===== src/hdl/x64ild_pkg.sv =====
`default_nettype none
package x64ild_pkg;

    localparam int POS_W   = 5;
    localparam int REL_W   = 4;
    localparam int TOT_W   = 6;
    localparam int MAX_LEN = 24;

    localparam logic [7:0] OPC_ESC      = 8'h0F;
    localparam logic [7:0] REX_W_BIT    = 8'h08;
    localparam logic [7:0] REX_BASE     = 8'h40;
    localparam logic [7:0] PFX_OPSIZE   = 8'h66;
    localparam logic [7:0] PFX_ADDRSIZE = 8'h67;
    localparam logic [7:0] OPC_GRP_BT   = 8'hBA;
    localparam logic [7:0] OPC_TEST_B   = 8'hF6;
    localparam logic [7:0] OPC_TEST_V   = 8'hF7;

    localparam logic [1:0] ST_OK      = 2'd0;
    localparam logic [1:0] ST_UNKNOWN = 2'd1;
    localparam logic [1:0] ST_OVERRUN = 2'd2;

    typedef enum logic [1:0] {
        IMM_FIXED,
        IMM_IZ,
        IMM_MOV,
        IMM_MOFFS
    } imm_kind_t;

    typedef struct packed {
        logic [63:0] window_low;
        logic [63:0] window_high;
    } x64ild_in_t;

    typedef struct packed {
        logic [4:0] length;
        logic [1:0] status;
    } x64ild_out_t;

    typedef struct packed {
        logic [1:0]       status;
        logic [REL_W-1:0] rel;
        imm_kind_t        kind;
    } lane_res_t;

    typedef struct packed {
        logic             found;
        logic [POS_W-1:0] pos;
        logic             has66;
        logic             has67;
        logic             rexw;
    } pfx_info_t;

    function automatic logic needs_sib(input logic [7:0] modrm);
        return (modrm[7:6] != 2'd3) && (modrm[2:0] == 3'd4);
    endfunction

    // ModR/M byte plus SIB plus displacement
    function automatic logic [2:0] mrm_size(input logic [7:0] modrm, input logic [7:0] sib);
        logic [2:0] sz;
        sz = 3'd1;
        if (modrm[7:6] != 2'd3)
        begin
            if (modrm[2:0] == 3'd4)
            begin
                sz = sz + 3'd1;
            end
            unique case (modrm[7:6])
                2'd0:
                begin
                    if (modrm[2:0] == 3'd5 || (modrm[2:0] == 3'd4 && sib[2:0] == 3'd5))
                    begin
                        sz = sz + 3'd4;
                    end
                end
                2'd1:    sz = sz + 3'd1;
                default: sz = sz + 3'd4;
            endcase
        end
        return sz;
    endfunction

endpackage
`default_nettype wire


===== src/hdl/x64_instruction_length_decoder_core.sv =====
// Sizes the first x86-64 instruction in a code window of up to 16 bytes.
// The result strobe follows the transfer through the lane stage, then the merge stage.
// Throughput: one window per cycle; busy stays low since both stages always advance.
// The opcode lane at each byte position and the prefix scan set the first stage.
// Reset (rst_n low, asynchronous) drops any window in flight; no result strobes.
`default_nettype none
module x64_instruction_length_decoder_core
    import x64ild_pkg::*;
#(
    parameter int WINDOW_BYTES = 16
)(
    input  wire logic        clk,
    input  wire logic        rst_n,
    input  wire logic        start,
    output logic             busy,
    input  wire x64ild_in_t  cmd,
    output logic             done,
    output x64ild_out_t      result
);

    localparam int WIN = WINDOW_BYTES;
    localparam int PAD = WIN + 3;

    logic [127:0] win_flat;
    logic [7:0]   bytes [PAD];
    logic [7:0]   scan  [WIN];
    lane_res_t    lane_res [WIN];
    lane_res_t    lane_reg [WIN];
    pfx_info_t    pfx_info;
    pfx_info_t    pfx_reg;
    logic         v1_reg;
    logic         v1_next;
    x64ild_out_t  merged;
    x64ild_out_t  out_reg;
    logic         done_reg;
    logic         done_next;

    assign win_flat = {cmd.window_high, cmd.window_low};
    assign busy     = 1'b0;

    genvar j;
    generate
        for (j = 0; j < PAD; j++)
        begin : g_byte
            if (j < 16)
            begin : g_win
                assign bytes[j] = win_flat[8*j +: 8];
            end
            else
            begin : g_zero
                assign bytes[j] = 8'h00;
            end
        end

        for (j = 0; j < WIN; j++)
        begin : g_lane
            assign scan[j] = bytes[j];
            x64ild_lane #(
                .WIN (WIN),
                .POS (j)
            ) u_lane (
                .bytes ({bytes[j+3], bytes[j+2], bytes[j+1], bytes[j]}),
                .res   (lane_res[j])
            );
        end
    endgenerate

    x64ild_prefix #(
        .WIN (WIN)
    ) u_prefix (
        .scan (scan),
        .info (pfx_info)
    );

    // Hold lane results on each transfer
    always_ff @(posedge clk)
    begin
        if (start && !busy)
        begin
            lane_reg <= lane_res;
            pfx_reg  <= pfx_info;
        end
    end

    x64ild_merge #(
        .WIN (WIN)
    ) u_merge (
        .lanes (lane_reg),
        .info  (pfx_reg),
        .res   (merged)
    );

    assign v1_next   = start && !busy;
    assign done_next = v1_reg;

    always_ff @(posedge clk or negedge rst_n)
    begin
        if (!rst_n)
        begin
            v1_reg   <= 1'b0;
            done_reg <= 1'b0;
        end
        else
        begin
            v1_reg   <= v1_next;
            done_reg <= done_next;
        end
    end

    always_ff @(posedge clk)
    begin
        if (v1_reg)
        begin
            out_reg <= merged;
        end
    end

    assign done   = done_reg;
    assign result = out_reg;

endmodule
`default_nettype wire


===== src/hdl/x64ild_lane.sv =====
`default_nettype none
module x64ild_lane
    import x64ild_pkg::*;
#(
    parameter int WIN = 16,
    parameter int POS = 0
)(
    input  wire logic [31:0] bytes,
    output lane_res_t        res
);

    localparam bit HAS1 = (POS + 1) < WIN;
    localparam bit HAS2 = (POS + 2) < WIN;
    localparam bit HAS3 = (POS + 3) < WIN;

    logic [7:0] op;
    logic [7:0] n1;
    logic [7:0] n2;
    logic [7:0] n3;
    logic [REL_W-1:0] mrm1;
    logic [REL_W-1:0] mrm2;
    logic ovf1;
    logic ovf2;

    assign op = bytes[7:0];
    assign n1 = bytes[15:8];
    assign n2 = bytes[23:16];
    assign n3 = bytes[31:24];

    // ModR/M right after the opcode, or after the escape and second opcode byte
    assign mrm1 = {1'b0, mrm_size(n1, n2)};
    assign mrm2 = {1'b0, mrm_size(n2, n3)};
    assign ovf1 = !HAS1 || (needs_sib(n1) && !HAS2);
    assign ovf2 = !HAS2 || (needs_sib(n2) && !HAS3);

    always_comb
    begin
        res.status = ST_OK;
        res.rel    = '0;
        res.kind   = IMM_FIXED;
        if (op == OPC_ESC)
        begin
            if (!HAS1)
            begin
                res.status = ST_OVERRUN;
            end
            else if (n1[7:4] == 4'h8)
            begin
                res.rel = 4'd6;
            end
            else if (n1 == 8'h05)
            begin
                res.rel = 4'd2;
            end
            else if (n1 == OPC_GRP_BT)
            begin
                if (ovf2) res.status = ST_OVERRUN;
                else      res.rel = 4'd3 + mrm2;
            end
            else if (n1 == 8'h1F || n1[7:4] == 4'h4 || n1 == 8'hB6 || n1 == 8'hB7 ||
                     n1 == 8'hBE || n1 == 8'hBF || n1 == 8'hAF)
            begin
                if (ovf2) res.status = ST_OVERRUN;
                else      res.rel = 4'd2 + mrm2;
            end
            else
            begin
                res.status = ST_UNKNOWN;
            end
        end
        else if (op == 8'h90 || op == 8'hCC || op == 8'hC3 || op[7:4] == 4'h5)
        begin
            res.rel = 4'd1;
        end
        else if (op == 8'hC2)
        begin
            res.rel = 4'd3;
        end
        else if (op[7:3] == 5'b10111)
        begin
            res.rel  = 4'd1;
            res.kind = IMM_MOV;
        end
        else if (op[7:3] == 5'b10110 || op == 8'hEB || op[7:4] == 4'h7 ||
                 op == 8'hA8 || op == 8'h6A || (op & 8'hC7) == 8'h04)
        begin
            res.rel = 4'd2;
        end
        else if (op == 8'hE8 || op == 8'hE9)
        begin
            res.rel = 4'd5;
        end
        else if (op == 8'hA9 || op == 8'h68 || (op & 8'hC7) == 8'h05)
        begin
            res.rel  = 4'd1;
            res.kind = IMM_IZ;
        end
        else if (op[7:2] == 6'b101000)
        begin
            res.rel  = 4'd1;
            res.kind = IMM_MOFFS;
        end
        else if (op == 8'h80 || op == 8'h83 || op == 8'hC6 || op == 8'hC0 || op == 8'hC1)
        begin
            if (ovf1) res.status = ST_OVERRUN;
            else      res.rel = 4'd2 + mrm1;
        end
        else if (op == 8'h81 || op == 8'hC7)
        begin
            if (ovf1)
            begin
                res.status = ST_OVERRUN;
            end
            else
            begin
                res.rel  = 4'd1 + mrm1;
                res.kind = IMM_IZ;
            end
        end
        else if (op == OPC_TEST_B || op == OPC_TEST_V)
        begin
            if (ovf1)
            begin
                res.status = ST_OVERRUN;
            end
            else if (n1[5:3] != 3'd0)
            begin
                res.rel = 4'd1 + mrm1;
            end
            else if (op == OPC_TEST_B)
            begin
                res.rel = 4'd2 + mrm1;
            end
            else
            begin
                res.rel  = 4'd1 + mrm1;
                res.kind = IMM_IZ;
            end
        end
        else if ((op & 8'hC4) == 8'h00 || op == 8'hFF || op == 8'h63 || op == 8'h8D ||
                 (op >= 8'h84 && op <= 8'h8B) || op == 8'hD1 || op == 8'hD3 || op == 8'h8F)
        begin
            if (ovf1) res.status = ST_OVERRUN;
            else      res.rel = 4'd1 + mrm1;
        end
        else
        begin
            res.status = ST_UNKNOWN;
        end
    end

endmodule
`default_nettype wire


===== src/hdl/x64ild_prefix.sv =====
`default_nettype none
module x64ild_prefix
    import x64ild_pkg::*;
#(
    parameter int WIN = 16
)(
    input  wire logic [7:0] scan [WIN],
    output pfx_info_t       info
);

    function automatic logic is_prefix(input logic [7:0] b);
        return (b[7:4] == REX_BASE[7:4]) || b == PFX_OPSIZE || b == PFX_ADDRSIZE ||
               b == 8'hF0 || b == 8'hF2 || b == 8'hF3 || b == 8'h26 || b == 8'h2E ||
               b == 8'h36 || b == 8'h3E || b == 8'h64 || b == 8'h65;
    endfunction

    // Walk the prefix run; the last REX sets W
    always_comb
    begin
        info = '0;
        for (int j = 0; j < WIN; j++)
        begin
            if (!info.found)
            begin
                if (is_prefix(scan[j]))
                begin
                    if (scan[j][7:4] == REX_BASE[7:4])
                    begin
                        info.rexw = (scan[j] & REX_W_BIT) != 8'h00;
                    end
                    if (scan[j] == PFX_OPSIZE)
                    begin
                        info.has66 = 1'b1;
                    end
                    if (scan[j] == PFX_ADDRSIZE)
                    begin
                        info.has67 = 1'b1;
                    end
                end
                else
                begin
                    info.found = 1'b1;
                    info.pos   = POS_W'(j);
                end
            end
        end
    end

endmodule
`default_nettype wire


===== src/hdl/x64ild_merge.sv =====
`default_nettype none
module x64ild_merge
    import x64ild_pkg::*;
#(
    parameter int WIN = 16
)(
    input  wire lane_res_t  lanes [WIN],
    input  wire pfx_info_t  info,
    output x64ild_out_t     res
);

    localparam int IDX_W = (WIN > 1) ? $clog2(WIN) : 1;
    localparam int LIMIT = (WIN < MAX_LEN) ? WIN : MAX_LEN;

    lane_res_t        sel;
    logic [3:0]       iz;
    logic [3:0]       imm;
    logic [TOT_W-1:0] total;

    assign sel = lanes[info.pos[IDX_W-1:0]];
    assign iz  = (info.has66 && !info.rexw) ? 4'd2 : 4'd4;

    always_comb
    begin
        unique case (sel.kind)
            IMM_IZ:    imm = iz;
            IMM_MOV:   imm = info.rexw ? 4'd8 : iz;
            IMM_MOFFS: imm = info.has67 ? 4'd4 : 4'd8;
            default:   imm = 4'd0;
        endcase
    end

    assign total = TOT_W'(info.pos) + TOT_W'(sel.rel) + TOT_W'(imm);

    always_comb
    begin
        res.length = '0;
        if (!info.found)
        begin
            res.status = ST_OVERRUN;
        end
        else if (sel.status != ST_OK)
        begin
            res.status = sel.status;
        end
        else if (total > TOT_W'(LIMIT))
        begin
            res.status = ST_OVERRUN;
        end
        else
        begin
            res.status = ST_OK;
            res.length = total[4:0];
        end
    end

endmodule
`default_nettype wire

===== config.mk =====
export PLATFORM = sky130hd
export DESIGN_NAME = x64_instruction_length_decoder_core
export DESIGN_NICKNAME = d
export VERILOG_FILES = /design/src/hdl/x64ild_pkg.sv /design/src/hdl/x64_instruction_length_decoder_core.sv /design/src/hdl/x64ild_lane.sv /design/src/hdl/x64ild_prefix.sv /design/src/hdl/x64ild_merge.sv
export SDC_FILE = /design/constraint.sdc
export NUM_CORES = 1
export LEC_CHECK = 0
export BUFFER_PORTS_ARGS = -buffer_cell sky130_fd_sc_hd__buf_4
export CAP_MARGIN = 30
export CORE_MARGIN = 1.5
export CORE_UTILIZATION = 40
export CTS_BUF_LIST = sky130_fd_sc_hd__clkbuf_4 sky130_fd_sc_hd__clkbuf_8
export CTS_CLUSTER_SIZE = 20
export DETAILED_ROUTE_END_ITERATION = 10
export PLACE_DENSITY = 0.55
export RECOVER_POWER = 100
export SYNTH_ARGS = -nofsm -noshare
export SYNTH_HDL_FRONTEND = slang
export SYNTH_SLANG_ARGS = --single-unit
export TNS_END_PERCENT = 1

===== constraint.sdc =====
create_clock -name clk -period 5.35 [get_ports clk]
set_input_delay 0.8025 -clock clk [delete_from_list [all_inputs] [get_ports clk]]
set_output_delay 0.8025 -clock clk [all_outputs]
set_load 0.1 [all_outputs]

==> impl_metrics.prom <==
# TYPE chip_impl_metric gauge
chip_impl_metric{name="cp_max_fo",unit=""} 20
chip_impl_metric{name="area_of_the_multi_input_gates",unit="µm²"} 13600
chip_impl_metric{name="num_vias",unit=""} 20600
chip_impl_metric{name="arrival_time_of_data_at_the_critical_path_endpoint",unit="ps"} 4900
chip_impl_metric{name="timing_hold_violations_final",unit=""} 0
chip_impl_metric{name="floorplan.core_area",unit="µm²"} 46500
chip_impl_metric{name="final-setup-viol-count",unit=""} 0
chip_impl_info{name="clock_tree.root_cell",value="clkbuf_8"} 1
chip_impl_info{name="path_cells",value="clkbuf_1, mux4_2, mux4_2, fa_1, ha_1, inv_1, fa_1, xnor2_1, nor3_1, a21oi_1, nor2_1, nand3b_1, nor2_1"} 1
chip_impl_metric{name="min_period",unit="ps"} 4610
chip_impl_metric{name="grt-ovfl-total",unit=""} 0
chip_impl_metric{name="largest_reg_flops",unit=""} 114
chip_impl_metric{name="setup_skew",unit="ps"} 7.27
chip_impl_metric{name="layout.nets",unit=""} 2752
chip_impl_metric{name="slew-limit-headroom",unit="%"} -140
chip_impl_metric{name="number_of_nets_produced_by_synthesis",unit=""} 2784
chip_impl_metric{name="post_cts_buffers",unit=""} 0
chip_impl_metric{name="floorplan.initialDensity",unit="%"} 40.4
chip_impl_metric{name="yosys_register_bits",unit=""} 131
chip_impl_metric{name="placement.io_buffers",unit=""} 138
chip_impl_metric{name="p_int",unit="mW"} 2.12
chip_impl_metric{name="drt-wirelength-per-cell",unit="µm"} 20.9
chip_impl_metric{name="fmax",unit="MHz"} 217
chip_impl_metric{name="cts.repair.resized",unit=""} 0
chip_impl_info{name="failed_checks",value="max-capacitance violations, max-slew violations"} 1
chip_impl_metric{name="first_pass_grt_wire_length",unit="µm"} 104000
chip_impl_metric{name="share_clk_of_total_power",unit="%"} 23.1
chip_impl_info{name="run_status",value="finished with violations"} 1
chip_impl_metric{name="cts.sink_count",unit=""} 131
chip_impl_metric{name="finalSetupTns",unit="ps"} 0
chip_impl_info{name="mostFrequentLayoutCell",value="nor2_1"} 1
chip_impl_metric{name="drt-total-wl",unit="µm"} 66300
chip_impl_metric{name="drtPass1Iterations",unit=""} 6
chip_impl_metric{name="power_density",unit="nW/µm²"} 171
chip_impl_metric{name="worst_skew_pair.late_latency",unit="ps"} 430
chip_impl_info{name="cts_tree",value="yes"} 1
chip_impl_info{name="worst_path_max_delay_cell",value="edfxtp_1"} 1
chip_impl_metric{name="floorplan.die.height",unit="µm"} 220
chip_impl_info{name="layout_common_cells",value="nor2_1, nand2_1, a21oi_1, o21ai_0, nor3_1"} 1
chip_impl_info{name="crit_path_launch_type",value="flop"} 1
chip_impl_metric{name="drive_above_1_share",unit="%"} 9.30
chip_impl_metric{name="worst_slew_pin_slew",unit="ps"} 3600
chip_impl_metric{name="grt_start_max_net_pins",unit=""} 86
chip_impl_metric{name="vdd_drop_max",unit="µV"} 133
chip_impl_metric{name="final_clock_period_utilization_by_the_worst_path",unit="%"} 86.3
chip_impl_metric{name="post_drt_via_cell_ratio",unit=""} 6.50
chip_impl_metric{name="sequential_cell_area",unit="µm²"} 3920
chip_impl_metric{name="yosysSeqAreaShare",unit="%"} 20.9
chip_impl_info{name="holdCritPathClass",value="in2async"} 1
chip_impl_metric{name="syn_to_final_growth",unit="%"} 7.00
chip_impl_metric{name="synth_cell_type_count",unit=""} 103
chip_impl_info{name="synthFlopType",value="edfxtp_1"} 1
chip_impl_info{name="crit_type",value="reg2reg"} 1
chip_impl_metric{name="initial_antenna_violation_count",unit=""} 2
chip_impl_metric{name="ioPinCount",unit=""} 140
chip_impl_metric{name="path_clk_slew",unit="ps"} 70
chip_impl_metric{name="filler_cell_count",unit=""} 4826
chip_impl_metric{name="vias_in_the_first_global_route",unit=""} 18300
chip_impl_metric{name="h_tree_lvls",unit=""} 4
chip_impl_metric{name="cts.hold.buffers_added",unit=""} 0
chip_impl_metric{name="leakage",unit="nW"} 7.20
chip_impl_metric{name="remaining_drc_errors",unit=""} 0
chip_impl_metric{name="mappedNetlistArea",unit="µm²"} 18800
chip_impl_metric{name="syn_inst",unit=""} 2589
chip_impl_metric{name="globalRouteTotalUtil",unit="%"} 26.7
chip_impl_metric{name="syn_area_per_cell",unit="µm²"} 7.24
chip_impl_metric{name="cts-buffers-inserted",unit=""} 17
chip_impl_metric{name="hpwlAfterDp",unit="µm"} 50800
chip_impl_metric{name="placedInstanceArea",unit="µm²"} 19800
chip_impl_metric{name="sequentialPowerShare",unit="%"} 37.7
chip_impl_metric{name="gpl_congestion",unit=""} 0.975
chip_impl_metric{name="first_iter_violations",unit=""} 3042
chip_impl_info{name="grt_setup_unrepaired",value="false"} 1
chip_impl_metric{name="ant_nets",unit=""} 0
chip_impl_metric{name="comb_power_share",unit="%"} 39.2
chip_impl_metric{name="crit_required",unit="ps"} 5640
chip_impl_metric{name="row_count",unit=""} 79
chip_impl_metric{name="synthesis_warnings",unit=""} 0
chip_impl_metric{name="power_switching",unit="mW"} 1.31
chip_impl_metric{name="asyncSetResetFlopFracSynth",unit="%"} 1.53
chip_impl_metric{name="postLayoutCellArea",unit="µm²"} 20100
chip_impl_metric{name="critical-path-max-stage-delay",unit="ps"} 970
chip_impl_info{name="critical_path.endpoint_type",value="flop"} 1
chip_impl_metric{name="cts-root-to-sink-buffers",unit=""} 2
chip_impl_metric{name="p_sw_share",unit="%"} 38.1
chip_impl_metric{name="maxSlewViolCount",unit=""} 81
chip_impl_metric{name="synth-edff-count",unit=""} 129
chip_impl_metric{name="chipWidth",unit="µm"} 220
chip_impl_metric{name="die_area",unit="µm²"} 48200
chip_impl_metric{name="cap_viol_max_count",unit=""} 1
==> path summary, 6_finish.rpt <==
check | from | to | slack (ps) | depth (start not counted)
worst min-delay path | rst_n | done_next | 150 | 1
worst max register to register | pfx_reg[4] | result[3] | 740 | 13
worst max-delay path | pfx_reg[4] | result[3] | 740 | 13
worst min register to register | done_next | done | 580 | 0
max in group asynchronous | rst_n | done | 5070 | 1
min in group clk | done_next | done | 580 | 0
==> through the flow <==
| stage | instances | setup WS (ps) | util (%) | total power [mW] | hold slack (ps) |
|---|---|---|---|---|---|
| after detailed placement | 3144 | 912 | 42.6 | 2.65 | 577 |
| after floorplan | 2589 | 1040 | - | 2.24 | 507 |
| after global placement | 3142 | 953 | 42.6 | 2.64 | 564 |
| after global routing | 3177 | 400 | 43.2 | 3.63 | 121 |
| after CTS | 3176 | 878 | 43.4 | 3.44 | 120 |
| final | 3179 | 736 | 43.2 | 3.43 | 151 |
==> layer usage <==
metal  wire, µm  global-route usage [%]  vias to the layer above
met1      30700                    40.6                     9796
met3       5600                    3.48                       67
met5         13                       0                        -
li1           -                       -                     9765
met2      29200                    40.9                     1019
met4        818                    3.63                        2
==> layout make-up <==
class	count	share of cell area, %
clock buffer	17	1.17
timing repair buffer	145	4.89
clock inverter	15	0.711
inverter	116	2.17
multi-input combinational	2146	67.7
antenna	2	0.0249
tap	607	3.78
sequential	131	19.6
==> cell usage after synthesis, types with 22 or more instances <==
master / number / share of area (%)
edfxtp_1: 129 / 21
clkbuf_1: 151 / 3.0
a22oi_1: 27 / 1.1
mux4_2: 34 / 4.1
nor4_1: 40 / 1.3
nor2_1: 276 / 5.5
o22ai_1: 35 / 1.2
or3_1: 29 / 0.97
ha_1: 60 / 4.0
o21ai_0: 153 / 4.1
o221ai_1: 24 / 1.1
nand3_1: 94 / 2.5
and3_1: 22 / 0.73
a31oi_1: 72 / 2.4
a21oi_1: 171 / 4.6
inv_1: 113 / 2.3
nor2b_1: 87 / 2.9
nand4_1: 41 / 1.4
or2_2: 23 / 0.77
nor3_1: 133 / 3.5
nand2_1: 264 / 5.3
nand2b_1: 72 / 2.4
==> critical path: cells and delay by family, from the launching register on <==
| family | cells | cell delay (ps) |
|---|---|---|
| muxes | 2 | 940 |
| buffers and inverters | 2 | 650 |
| AOI/OAI and AO/OA | 1 | 90 |
| DFF | 1 | 970 |
| xor gates and xnor gates | 1 | 160 |
| adders and majority gates | 3 | 1080 |
| and+or+nand+nor | 4 | 570 |
==> power by group through the flow <==
stage	Sequential [mW]	Combinational (mW)	Clock [mW]
floorplan	1.35	0.886	0
global placement	1.31	1.33	0
detailed placement	1.31	1.33	0
CTS	1.29	1.34	0.806
global route	1.30	1.47	0.859
finish	1.29	1.35	0.791
==> cells by family after synthesis <==
logic type      Yosys count  share of synthesized area (%)
compound gates          770                           27.5
xor+xnor                 34                           1.59
fa+ha+maj                64                           4.43
buf+inv                 312                           6.50
flops                   131                           20.9
mux                      65                           5.84
other cells               1                         0.0200
simple gates           1212                           33.2
(Power assumes the default switching activity.)
